### config.mk
export PLATFORM = sky130hd
export DESIGN_NAME = torus_translation_representative_unit
export DESIGN_NICKNAME = d
export VERILOG_FILES = /design/src/rtl/trt_pkg.sv /design/src/rtl/trt_queue.sv /design/src/rtl/trt_front.sv /design/src/rtl/trt_back.sv /design/src/rtl/torus_translation_representative_unit.sv
export SDC_FILE = /design/constraint.sdc
export NUM_CORES = 2
export LEC_CHECK = 0
export BUFFER_PORTS_ARGS = -buffer_cell sky130_fd_sc_hd__buf_4
export CAP_MARGIN = 20
export CORE_UTILIZATION = 40
export CTS_BUF_LIST = sky130_fd_sc_hd__clkbuf_4 sky130_fd_sc_hd__clkbuf_8 sky130_fd_sc_hd__clkbuf_16
export DETAILED_ROUTE_END_ITERATION = 8
export GPL_ROUTABILITY_DRIVEN = 0
export GPL_TIMING_DRIVEN = 0
export PLACE_DENSITY_LB_ADDON = 0.3
export SLEW_MARGIN = 20
export SYNTH_ARGS = -nofsm -noshare
export SYNTH_HDL_FRONTEND = slang
export SYNTH_SLANG_ARGS = --single-unit
### constraint.sdc
create_clock -name clk -period 15.2 [get_ports clk]
set_input_delay 1.52 -clock clk [delete_from_list [all_inputs] [get_ports clk]]
set_output_delay 1.52 -clock clk [all_outputs]
set_load 0.01 [all_outputs]
### src/rtl/trt_pkg.sv
`default_nettype none
package trt_pkg;

  localparam int MAX_SITES_DEF = 64;
  localparam int FERMIONIC_DEF = 1;
  localparam int QUEUE_DEPTH   = 2;
  localparam int CFG_W         = 7;
  localparam int IDX_W         = 3;
  localparam int WORD_W        = 64;

  typedef enum logic [IDX_W-1:0] {
    REG_WIDTH        = 3'd0,
    REG_HEIGHT       = 3'd1,
    REG_STEP1_X      = 3'd2,
    REG_STEP1_Y      = 3'd3,
    REG_STEP2_X      = 3'd4,
    REG_STEP2_Y      = 3'd5,
    REG_COUNT_FIRST  = 3'd6,
    REG_COUNT_SECOND = 3'd7
  } reg_index_t;

  typedef struct packed {
    logic [6:0] width;
    logic [6:0] height;
    logic [5:0] step1_x;
    logic [5:0] step1_y;
    logic [5:0] step2_x;
    logic [5:0] step2_y;
    logic [6:0] count_first;
    logic [6:0] count_second;
  } cfg_t;

  // One classified item: word plus lattice data already cleaned up.
  typedef struct packed {
    logic [WORD_W-1:0] word;
    logic [6:0]        w;
    logic [6:0]        h;
    logic [6:0]        n;
    logic [5:0]        s1x;
    logic [5:0]        s1y;
    logic [5:0]        s2x;
    logic [5:0]        s2y;
    logic [6:0]        ca;
    logic [6:0]        cb;
  } item_t;

endpackage
`default_nettype wire

### src/rtl/trt_queue.sv
`default_nettype none
module trt_queue #(
  parameter int DEPTH = trt_pkg::QUEUE_DEPTH
) (
  input  wire logic          clk,
  input  wire logic          rst,
  input  wire logic          push,
  input  wire trt_pkg::item_t wr_item,
  input  wire logic          pop,
  output trt_pkg::item_t     rd_item,
  output logic               full,
  output logic               empty
);
  import trt_pkg::*;

  localparam int PTR_W = (DEPTH > 1) ? $clog2(DEPTH) : 1;
  localparam int CNT_W = $clog2(DEPTH + 1);

  item_t             slots [DEPTH];
  logic [PTR_W-1:0]  wp;
  logic [PTR_W-1:0]  rp;
  logic [CNT_W-1:0]  count;

  assign full    = (count == CNT_W'(DEPTH));
  assign empty   = (count == '0);
  assign rd_item = slots[rp];

  always_ff @(posedge clk) begin
    if (push) begin
      slots[wp] <= wr_item;
    end
  end

  always_ff @(posedge clk) begin
    if (rst) begin
      wp    <= '0;
      rp    <= '0;
      count <= '0;
    end else begin
      if (push) begin
        wp <= (wp == PTR_W'(DEPTH - 1)) ? '0 : wp + 1'b1;
      end
      if (pop) begin
        rp <= (rp == PTR_W'(DEPTH - 1)) ? '0 : rp + 1'b1;
      end
      if (push && !pop) begin
        count <= count + 1'b1;
      end else if (pop && !push) begin
        count <= count - 1'b1;
      end
    end
  end

endmodule
`default_nettype wire

### src/rtl/trt_front.sv
`default_nettype none
module trt_front #(
  parameter int MAX_SITES = trt_pkg::MAX_SITES_DEF
) (
  input  wire logic               clk,
  input  wire logic               rst,
  input  wire logic               start,
  input  wire trt_pkg::cfg_t      cfg,
  input  wire logic [63:0]        basis_word,
  output logic                    busy,
  output logic                    push,
  output trt_pkg::item_t          item,
  input  wire logic               full
);
  import trt_pkg::*;

  typedef enum logic [1:0] {
    F_IDLE   = 2'b01,
    F_REDUCE = 2'b10
  } fstate_t;

  fstate_t     state;
  logic [6:0]  w_c;
  logic [6:0]  h_c;
  logic [13:0] area;
  logic        reduced;

  assign w_c  = (cfg.width == '0) ? 7'd1 : cfg.width;
  assign h_c  = (cfg.height == '0) ? 7'd1 : cfg.height;
  assign area = 14'(w_c) * 14'(h_c);

  assign reduced = ({1'b0, item.s1x} < item.w) && ({1'b0, item.s2x} < item.w) &&
                   ({1'b0, item.s1y} < item.h) && ({1'b0, item.s2y} < item.h);

  assign busy = (state != F_IDLE);
  assign push = (state == F_REDUCE) && reduced && !full;

  function automatic logic [6:0] clamp_count(input logic [6:0] c);
    if (c == '0) begin
      return 7'd1;
    end else if (c > 7'd64) begin
      return 7'd64;
    end
    return c;
  endfunction

  always_ff @(posedge clk) begin
    if (state == F_IDLE && start) begin
      item.word <= basis_word;
      item.w    <= w_c;
      item.h    <= h_c;
      item.n    <= (area > 14'(MAX_SITES)) ? 7'(MAX_SITES) : area[6:0];
      item.s1x  <= cfg.step1_x;
      item.s1y  <= cfg.step1_y;
      item.s2x  <= cfg.step2_x;
      item.s2y  <= cfg.step2_y;
      item.ca   <= clamp_count(cfg.count_first);
      item.cb   <= clamp_count(cfg.count_second);
    end else if (state == F_REDUCE) begin
      // strip whole periods, one subtract per step component per cycle
      if ({1'b0, item.s1x} >= item.w) item.s1x <= item.s1x - item.w[5:0];
      if ({1'b0, item.s2x} >= item.w) item.s2x <= item.s2x - item.w[5:0];
      if ({1'b0, item.s1y} >= item.h) item.s1y <= item.s1y - item.h[5:0];
      if ({1'b0, item.s2y} >= item.h) item.s2y <= item.s2y - item.h[5:0];
    end
  end

  always_ff @(posedge clk) begin
    if (rst) begin
      state <= F_IDLE;
    end else begin
      unique case (state)
        F_IDLE: begin
          if (start) state <= F_REDUCE;
        end
        F_REDUCE: begin
          if (push) state <= F_IDLE;
        end
        default: state <= F_IDLE;
      endcase
    end
  end

endmodule
`default_nettype wire

### src/rtl/trt_back.sv
`default_nettype none
module trt_back #(
  parameter int FERMIONIC = trt_pkg::FERMIONIC_DEF
) (
  input  wire logic           clk,
  input  wire logic           rst,
  input  wire trt_pkg::item_t item,
  input  wire logic           empty,
  output logic                pop,
  output logic                done,
  output logic [63:0]         lowest_word,
  output logic [5:0]          shift_first,
  output logic [5:0]          shift_second,
  output logic                negative_sign,
  output logic [12:0]         self_count,
  output logic                is_lowest
);
  import trt_pkg::*;

  typedef enum logic [1:0] {
    B_IDLE = 2'b01,
    B_RUN  = 2'b10
  } bstate_t;

  bstate_t     state;
  item_t       cur;
  logic [5:0]  a, b, d, x, y;
  logic [6:0]  tx, ty, row_tx, row_ty;
  logic [63:0] t, used, lowest;
  logic        odd, best_odd;

  logic [6:0]  sx_w, sy_w;
  logic [7:0]  tx_sum, ty_sum, rx_sum, ry_sum;
  logic [6:0]  sx, sy, tx_step, ty_step, rx_step, ry_step;
  logic [5:0]  src6;
  logic [13:0] src;
  logic        occ, par_bit, last_site, last_b, last_a, below_word;
  logic [63:0] above, t_next, used_next;
  logic        odd_next;

  assign pop = (state == B_IDLE) && !empty;

  always_comb begin
    // wrap modulo 128 is exact here since the true source coordinate is below 128
    sx_w = (7'(x) >= tx) ? 7'(x) - tx : 7'(x) + cur.w - tx;
    sy_w = (7'(y) >= ty) ? 7'(y) - ty : 7'(y) + cur.h - ty;
    sx   = sx_w;
    sy   = sy_w;
    src  = 14'(sy) * 14'(cur.w) + 14'(sx);
    src6 = src[5:0];
    occ  = (src < 14'(cur.n)) && cur.word[src6];
    above     = ~((64'd2 << src6) - 64'd1);
    par_bit   = ^(used & above);
    t_next    = t | (64'(occ) << d);
    used_next = used | (64'(occ) << src6);
    odd_next  = odd ^ (occ & par_bit);
    last_site = ({1'b0, d} == cur.n - 7'd1);
    last_b    = ({1'b0, b} == cur.cb - 7'd1);
    last_a    = ({1'b0, a} == cur.ca - 7'd1);
    below_word = (t_next < cur.word);

    tx_sum  = 8'(tx) + 8'(cur.s2x);
    ty_sum  = 8'(ty) + 8'(cur.s2y);
    rx_sum  = 8'(row_tx) + 8'(cur.s1x);
    ry_sum  = 8'(row_ty) + 8'(cur.s1y);
    tx_step = (tx_sum >= 8'(cur.w)) ? 7'(tx_sum - 8'(cur.w)) : tx_sum[6:0];
    ty_step = (ty_sum >= 8'(cur.h)) ? 7'(ty_sum - 8'(cur.h)) : ty_sum[6:0];
    rx_step = (rx_sum >= 8'(cur.w)) ? 7'(rx_sum - 8'(cur.w)) : rx_sum[6:0];
    ry_step = (ry_sum >= 8'(cur.h)) ? 7'(ry_sum - 8'(cur.h)) : ry_sum[6:0];
  end

  assign lowest_word   = lowest;
  assign negative_sign = (FERMIONIC != 0) ? best_odd : 1'b0;

  always_ff @(posedge clk) begin
    if (state == B_IDLE) begin
      cur          <= item;
      lowest       <= item.word;
      shift_first  <= '0;
      shift_second <= '0;
      best_odd     <= 1'b0;
      self_count   <= '0;
      is_lowest    <= 1'b1;
      a <= '0; b <= '0; d <= '0; x <= '0; y <= '0;
      tx <= '0; ty <= '0; row_tx <= '0; row_ty <= '0;
      t <= '0; used <= '0; odd <= 1'b0;
    end else begin
      if (last_site) begin
        if (t_next == cur.word) self_count <= self_count + 13'd1;
        if (below_word) is_lowest <= 1'b0;
        if (t_next < lowest) begin
          lowest       <= t_next;
          shift_first  <= a;
          shift_second <= b;
          best_odd     <= odd_next;
        end
        t <= '0; used <= '0; odd <= 1'b0;
        d <= '0; x <= '0; y <= '0;
        if (last_b) begin
          b      <= '0;
          a      <= a + 6'd1;
          row_tx <= rx_step;
          row_ty <= ry_step;
          tx     <= rx_step;
          ty     <= ry_step;
        end else begin
          b  <= b + 6'd1;
          tx <= tx_step;
          ty <= ty_step;
        end
      end else begin
        t    <= t_next;
        used <= used_next;
        odd  <= odd_next;
        d    <= d + 6'd1;
        if ({1'b0, x} == cur.w - 7'd1) begin
          x <= '0;
          y <= y + 6'd1;
        end else begin
          x <= x + 6'd1;
        end
      end
    end
  end

  always_ff @(posedge clk) begin
    if (rst) begin
      state <= B_IDLE;
      done  <= 1'b0;
    end else begin
      done <= 1'b0;
      unique case (state)
        B_IDLE: begin
          if (!empty) state <= B_RUN;
        end
        B_RUN: begin
          if (last_site && last_b && last_a) begin
            state <= B_IDLE;
            done  <= 1'b1;
          end
        end
        default: state <= B_IDLE;
      endcase
    end
  end

endmodule
`default_nettype wire

### src/rtl/torus_translation_representative_unit.sv
// Flow: the front accepts a word and folds the step vectors into the lattice,
//   the back then sweeps n * count_first * count_second sites (n = sites in
//   use) after the queue hand-off; the result strobe done lasts one cycle.
// Throughput: one lattice site per cycle in the translation sweep.
// Reset: synchronous, active high; clears the queue and both controllers and
//   restores the register reset values. The result side has no stall.
`default_nettype none
module torus_translation_representative_unit #(
  parameter int MAX_SITES = trt_pkg::MAX_SITES_DEF,
  parameter int FERMIONIC = trt_pkg::FERMIONIC_DEF
) (
  input  wire logic                        clk,
  input  wire logic                        rst,
  input  wire logic                        cfg_write,
  input  wire logic [trt_pkg::IDX_W-1:0]   cfg_index,
  input  wire logic [trt_pkg::CFG_W-1:0]   cfg_data,
  input  wire logic                        start,
  output logic                             busy,
  input  wire logic [63:0]                 basis_word,
  output logic                             done,
  output logic [63:0]                      lowest_word,
  output logic [5:0]                       shift_first,
  output logic [5:0]                       shift_second,
  output logic                             negative_sign,
  output logic [12:0]                      self_count,
  output logic                             is_lowest
);
  import trt_pkg::*;

  cfg_t  cfg;
  item_t front_item;
  item_t back_item;
  logic  push, pop, full, empty;

  // Configuration registers: write any time the block is idle.
  always_ff @(posedge clk) begin
    if (rst) begin
      cfg.width        <= 7'd4;
      cfg.height       <= 7'd4;
      cfg.step1_x      <= 6'd1;
      cfg.step1_y      <= 6'd0;
      cfg.step2_x      <= 6'd0;
      cfg.step2_y      <= 6'd1;
      cfg.count_first  <= 7'd4;
      cfg.count_second <= 7'd4;
    end else if (cfg_write) begin
      unique case (reg_index_t'(cfg_index))
        REG_WIDTH:        cfg.width        <= cfg_data;
        REG_HEIGHT:       cfg.height       <= cfg_data;
        REG_STEP1_X:      cfg.step1_x      <= cfg_data[5:0];
        REG_STEP1_Y:      cfg.step1_y      <= cfg_data[5:0];
        REG_STEP2_X:      cfg.step2_x      <= cfg_data[5:0];
        REG_STEP2_Y:      cfg.step2_y      <= cfg_data[5:0];
        REG_COUNT_FIRST:  cfg.count_first  <= cfg_data;
        REG_COUNT_SECOND: cfg.count_second <= cfg_data;
        default: ;
      endcase
    end
  end

  // Front: take the word, clean up dimensions, counts and steps.
  trt_front #(.MAX_SITES(MAX_SITES)) u_front (
    .clk        (clk),
    .rst        (rst),
    .start      (start),
    .cfg        (cfg),
    .basis_word (basis_word),
    .busy       (busy),
    .push       (push),
    .item       (front_item),
    .full       (full)
  );

  // Short queue: lets the front take the next word while the sweep runs.
  trt_queue #(.DEPTH(QUEUE_DEPTH)) u_queue (
    .clk     (clk),
    .rst     (rst),
    .push    (push),
    .wr_item (front_item),
    .pop     (pop),
    .rd_item (back_item),
    .full    (full),
    .empty   (empty)
  );

  // Back: sweep translations site by site and track the smallest word.
  trt_back #(.FERMIONIC(FERMIONIC)) u_back (
    .clk           (clk),
    .rst           (rst),
    .item          (back_item),
    .empty         (empty),
    .pop           (pop),
    .done          (done),
    .lowest_word   (lowest_word),
    .shift_first   (shift_first),
    .shift_second  (shift_second),
    .negative_sign (negative_sign),
    .self_count    (self_count),
    .is_lowest     (is_lowest)
  );

endmodule
`default_nettype wire

**Word level (Yosys, flattened, before mapping)**

Memories as Yosys holds them, arrays and structs flattened. A register that Yosys moved wholly into a read port is not among the register bits.
Index checks and enable logic that the tools add are counted.

- Register bits: 585
- Latch bits: 0
- RAM bits: 246
- Bits in read-only memories: 0
- Bits of input ports: 78
- Output and inout port bits: 93
- Logic and storage cells: 244
- Memories: 1

Memories:

| name | words | width | read ports | clocked after Yosys merged registers in | wr ports | line | text |
|---|---|---|---|---|---|---|---|
| u_queue.slots | 2 | 123 | 1 | 1 | 1 | trt_queue.sv:19 | `item_t slots [DEPTH];` |

- Add/sub/neg operators: 34
- $mul: 2
- Div/mod/pow operators: 0
- Magnitude comparators: 21
- Equality and inequality tests: 22
- Shift-type cells: 3
- Multiplexer cells: 49
- Bitwise logic cells: 7
- Reduce and logical (&&, ||, !) cells: 53

Operators with widths:

| kind | number |
|---|---|
| 64-bit 2-to-1 mux | 3 |
| 64-bit < comparator | 2 |
| 64-bit OR | 2 |
| 1-bit by 6-bit left shift with 64-bit output | 2 |
| 7-bit 2-to-1 mux | 16 |
| 64-bit AND | 1 |
| 64-bit equality test | 1 |
| 64-bit NOT | 1 |
| 64-bit XOR reduction | 1 |
| 2-bit by 6-bit left shift with 64-bit output (first input constant) | 1 |
| 64-bit by 1-bit subtractor with 64-bit output (second input constant) | 1 |
| 24-bit 2-to-1 mux | 2 |
| 6-bit by 7-bit greater-or-equal comparator with 1-bit output | 6 |
| 7-bit subtractor | 6 |
| 2-bit AND reduction | 19 |
| 7-bit by 6-bit adder with 8-bit output | 4 |
| 8-bit by 7-bit greater-or-equal comparator with 1-bit output | 4 |
| 6-bit by 1-bit adder with 6-bit output (second input constant) | 5 |
| 6-bit 2-to-1 mux | 5 |
| 6-bit by 7-bit equality test with 1-bit output | 4 |
| 7-bit logical NOT | 4 |
| 6-bit by 7-bit < comparator with 1-bit output | 4 |
| 7-bit by 7-bit multiplier with 14-bit output | 2 |
| 7-bit by 1-bit subtractor with 7-bit output (second input constant) | 4 |
| 33 further kinds | 91 |

**Depth between registers and ports, before layout**

- Depth after elaboration: 14
- Gate-level depth with buffers: 53
- Gate-level depth less buffers: 47

**Modules after synthesis**

From an unflattened synthesis, not the netlist that was laid out.

- Cells, all modules: 3960
- Area, all modules: 44338.8 um2

Modules (own cells, without submodules):

| module | instances | cells each | area an instance (um2) | seq. area each (um2) |
|---|---|---|---|---|
| trt_back | 1 | 2793 | 25903.6 | 9939.5 |
| trt_queue | 1 | 405 | 9370.2 | 7487.2 |
| trt_front | 1 | 569 | 6957.9 | 3733.6 |
| torus_translation_representative_unit | 1 | 193 | 2107.0 | 1041.0 |

**Worst setup path after synthesis**

Ideal clock, no wire load.

- Kind: register to register
- From: register u_back.ty[1]
- To: register u_back.lowest[0], in the netlist u_back.lowest_word[0], enable pin
- Library setup time: 0.433 ns
- Arrival: 11.737 ns
- Data required time: 14.767 ns
- Path slack: 3.031 ns
- Stages on the path, launching flop included: 49
- Path buffers: 5
- Clock period less this slack: 12.169 ns
- Cell sequence: dfxtp_1 inv_1 ha_1 a21o_1 a21o_1 a21o_1 a21oi_1 o21ai_0 a21oi_1 or2_2 clkbuf_1 clkbuf_1 nor2_1 a21oi_1 and2_1 fa_1 ha_1 inv_1 (+13 left out) nor4_1 and3b_1 buf_2 a21oi_1 inv_1 ha_1 a21o_1 a21o_1 a21o_1 a21o_1 a21o_1 a21o_1 a21o_1 a222oi_1 nand2_1 o31ai_2 buf_2 nand2b_1

- Cells in the longest elaborated chain, start to end: 12
- Elaborated cells on any way between the ends: 15
- Those cells by class: add/sub: 3; mul: 1; order compare: 3; shift: 1; mux: 3; bitwise: 1; reduce/logical: 3

RTL lines:

| element | line | text |
|---|---|---|
| start, declared | trt_back.sv:28 | `logic [6:0] tx, ty, row_tx, row_ty;` |
| start signal, assigned | trt_back.sv:105 | `ty <= ry_step;` |
| start signal, assigned | trt_back.sv:109 | `ty <= ty_step;` |
| 7-bit subtractor (tied with other cells) | trt_back.sv:46 | `sy_w = (7'(y) >= ty) ? 7'(y) - ty : 7'(y) + cur.h - ty;` |
| 7-bit 2-to-1 mux (*) | trt_back.sv:46 |  |
| 7-bit by 7-bit multiplier with 14-bit output (*) | trt_back.sv:49 | `src = 14'(sy) * 14'(cur.w) + 14'(sx);` |
| 14-bit by 7-bit adder with 14-bit output (*) | trt_back.sv:49 |  |
| 1-bit binary-select mux with 6-bit select | trt_back.sv:51 | `occ = (src < 14'(cur.n)) && cur.word[src6];` |
| 1-bit 2-to-1 mux (not written as such) | trt_back.sv:51 |  |
| 1-bit logical AND (*) | trt_back.sv:51 |  |
| 1-bit by 6-bit left shift with 64-bit output (*) | trt_back.sv:54 | `t_next = t \| (64'(occ) << d);` |
| 64-bit OR (*) | trt_back.sv:54 |  |
| via u_back.t_next[33] | trt_back.sv:38 | `logic [63:0] above, t_next, used_next;` |
| 64-bit < comparator (*) | trt_back.sv:91 | `if (t_next < lowest) begin` |
| 2-bit nonzero test (no source line) (*) | - |  |
| 2-bit AND reduction (no source line) (*) | - |  |
| end signal, assigned | trt_back.sv:78 | `lowest <= item.word;` |
| end signal, assigned | trt_back.sv:92 | `lowest <= t_next;` |
| end, declared | trt_back.sv:29 | `logic [63:0] t, used, lowest;` |

Mark *: on every way through the listed nets, which the timed path passes. The rest lies on a longest branch. The select of a mux whose other input is x is not followed.
A chain may end at the register's enable or synchronous reset.

**Worst setup path in the final report**

- From: register u_back.ty[1]
- To: register u_back.lowest[13], in the netlist u_back.lowest_word[13], enable pin

Same word-level chain as after synthesis.

==> results.ini <==
[clocking]
tritoncts = yes
clk_latency_ns = 0.70
clk_pin_slew_ns = 0.07
post-cts-setup-buffers = 0
clockBufferDepth = 3
cts_made_buffers = 92
numClockSinks = 831
root_buffer = clkbuf_16
cts_max_level = 3

[synthesis]
netlist_top_cells_area = edfxtp_1 (38%), dfxtp_1 (13%), ha_1 (9.0%)
synth.distinct_cells = 86
yosysMostFrequentCell = edfxtp_1
synth_edf_count = 556
synth_seq_cells = 831
async_reset_ff_frac = 0
synth_top_area_frac = 0.3829
synthCells = 3956
yosys.area.top_type = edfxtp_1
yosysWarnings = 0
syn_nets = 4428
synth_common_cells = edfxtp_1 (556), nor2_1 (447), inv_1 (415)
synth_area_um2 = 43600
yosys_most_used_dff = edfxtp_1
syn_avg_cell_area_um2 = 11.02
ys_seq_area_frac = 0.5092

[worst_setup_path]
critPathKind = reg -> reg
start_kind = flip-flop
cp.required_ns = 15.55
critPathCaptureType = flip-flop
path_common_cell = a21o_1
cp_data_arrival_time_ns = 14.72
cpPeakStageDelay_ns = 0.69
slowest_stage = fa_1
path_max_fanout = 32

[routing]
viasPerCell = 5.290
wl_per_cell_um = 20.30
dr_total_vias = 30220
drc_errors = 0
drt-initial-drc-count = 2887
firstDrtPassIters = 6
antenna_left = 0
drt-total-wl_mm = 116.0

[power_and_ir_drop]
swShare = 0.3980
comb_power_share = 0.412
power.density_nw_per_um2 = 190.8
pwr-share-seq = 0.334
clkPwrFrac = 0.254
p_leak_uw = 0.02123
ir_worst_vdd_v = 0.0001118
intPower_uw = 5790
switching_power_uw = 3828
finalPower_uw = 9618

[timing]
skew_ns = 0.05030
fin_crit_sh = 0.9449
slew_headroom = 0.2467
fmax_mhz = 69.63
drv_slew = 0
hold_viol = 0
setup_violations = 0
rsz0062_at_grt = false
holdWs_ns = 0.4433
tightestPinTransition_ns = 1.121
fin_crit_ns = 14.36

[status]
status = finished clean

[grt]
antenna_found_initial = 1
overflow = 0
track_usage = 0.2075
grt_max_degree = 51
grt_pass1_vias = 29480
grt_pass1_wl_mm = 175.9

[finish]
fin_util = 0.4689
fin_nets = 4703
diodes = 0
drive_gt1_frac = 0.1332
area_growth_pct = 15.62
final_cells = 5713
fill_cells = 9782

[placement]
io_buffers = 163
dp.cells = 5539
dpl.hpwl_mm = 86.90

[run]
maxCapViolations = 0

[floorplanning]
rows = 120
start_util = 0.4056
die_h_um = 332.2
pin_count = 171
coreArea_um2 = 107500
fp.dieArea_um2 = 110300
die_w_um = 332.2

[hold_path]
min_path_type = reg -> reg

[metrics by stage]
step                      setup TNS (ns)  setup WS (ns)  area, µm²
after floorplan                        0          3.031      43600
after global placement           -107.16         -1.684      46580
after detailed placement               0         0.8043      47030
after CTS                              0         0.6855      50360
after global routing                   0         0.1082      50410
final                                  0         0.8382      50410
[flip-flops by register name, summed over array words and instances, names as in the netlist, 6 cells and up, named ones only]
name	cells
u_back.t	64
u_back.x	6
cfg	52
u_back.d	6
u_front.item	123
u_back.shift_second	6
u_back.a	6
u_back.self_count	13
u_back.row_ty	7
u_back.y	6
u_back.row_tx	7
u_back.lowest_word	64
u_queue.slots	246
u_back.shift_first	6
u_back.tx	7
u_back.used	63
u_back.cur	123
u_back.b	6
u_back.ty	7
[power by group through the flow]
stage                     logic [µW]  clock network [µW]  registers, µW
after floorplan                 2530                   0           3190
after global placement          3740                   0           3340
after detailed placement        3870                   0           3260
after CTS                       3890                2480           3220
after global routing            4300                2560           3250
final                           3960                2440           3210
[path summary, 6_finish.rpt]
| kind | from | to | slack, ns | cells past startpoint |
|---|---|---|---|---|
| max | u_back.ty[1] | u_back.lowest_word[13] | 0.84 | 52 |
| min | u_front.item[110] | u_queue.slots[1][110] | 0.44 | 0 |
| max reg2reg | u_back.ty[1] | u_back.lowest_word[13] | 0.84 | 52 |
| min reg2reg | u_front.item[110] | u_queue.slots[1][110] | 0.44 | 0 |
[critical path, delay by kind of cell (launching register included)]
kind                       cells  cell delay (ns)
AOI/OAI and AO/OA             19             4.31
buffers and inverters         15             3.38
adders and majority gates      7             2.73
and+or+nand+nor               10             2.62
DFF                            1             0.48
muxes                          1             0.34
[cells by family after synthesis]
| family | after synthesis | synth area share |
|---|---|---|
| fa+ha+maj | 395 | 0.1272 |
| flops | 831 | 0.5092 |
| simple gates | 974 | 0.1037 |
| mux | 237 | 0.06382 |
| xor+xnor | 201 | 0.04247 |
| compound gates | 733 | 0.1019 |
| buf+inv | 585 | 0.05168 |
[routing by layer]
metal | GRT usage | vias up | wire (µm)
met5 | 0 | - | 0
met4 | 0.05910 | 0 | 3133
met3 | 0.03129 | 201 | 7898
met2 | 0.3260 | 961 | 51650
met1 | 0.2961 | 14670 | 53290
li1 | - | 14390 | -
[repair_timing]
action                     4_1_cts  5_1_grt
hold buffers                     0        0
resized for setup                0        2
setup endpoints to repair        0       34
hold endpoints to repair         0        0
[layout make-up]
| class | instances | area [µm²] | area share |
|---|---|---|---|
| buffer | 165 | 684.4 | 0.01358 |
| clock buffer | 113 | 2502 | 0.04964 |
| clock inverter | 60 | 829.5 | 0.01646 |
| inverter | 420 | 1577 | 0.03127 |
| multi-input combinational | 2541 | 19260 | 0.3820 |
| sequential | 831 | 22200 | 0.4404 |
| tap | 1403 | 1755 | 0.03482 |
| timing repair buffer | 180 | 1603 | 0.03179 |
[placed cells by master, fill, tap and decap left out, drive strengths merged, types with 32 or more instances in the layout]
master,instances
edfxtp,556
nor2,448
inv,427
a21oi,374
ha,313
dfxtp,275
clkbuf,237
buf,221
nand2,180
xnor2,141
mux2,128
a21o,108
mux2i,89
o21ai,89
fa,81
xor2,54
nand4,52
and2,51
nor2b,46
nand3,45
nand2b,39
nor3,32
Note: power is estimated with default switching activity, not from simulation.
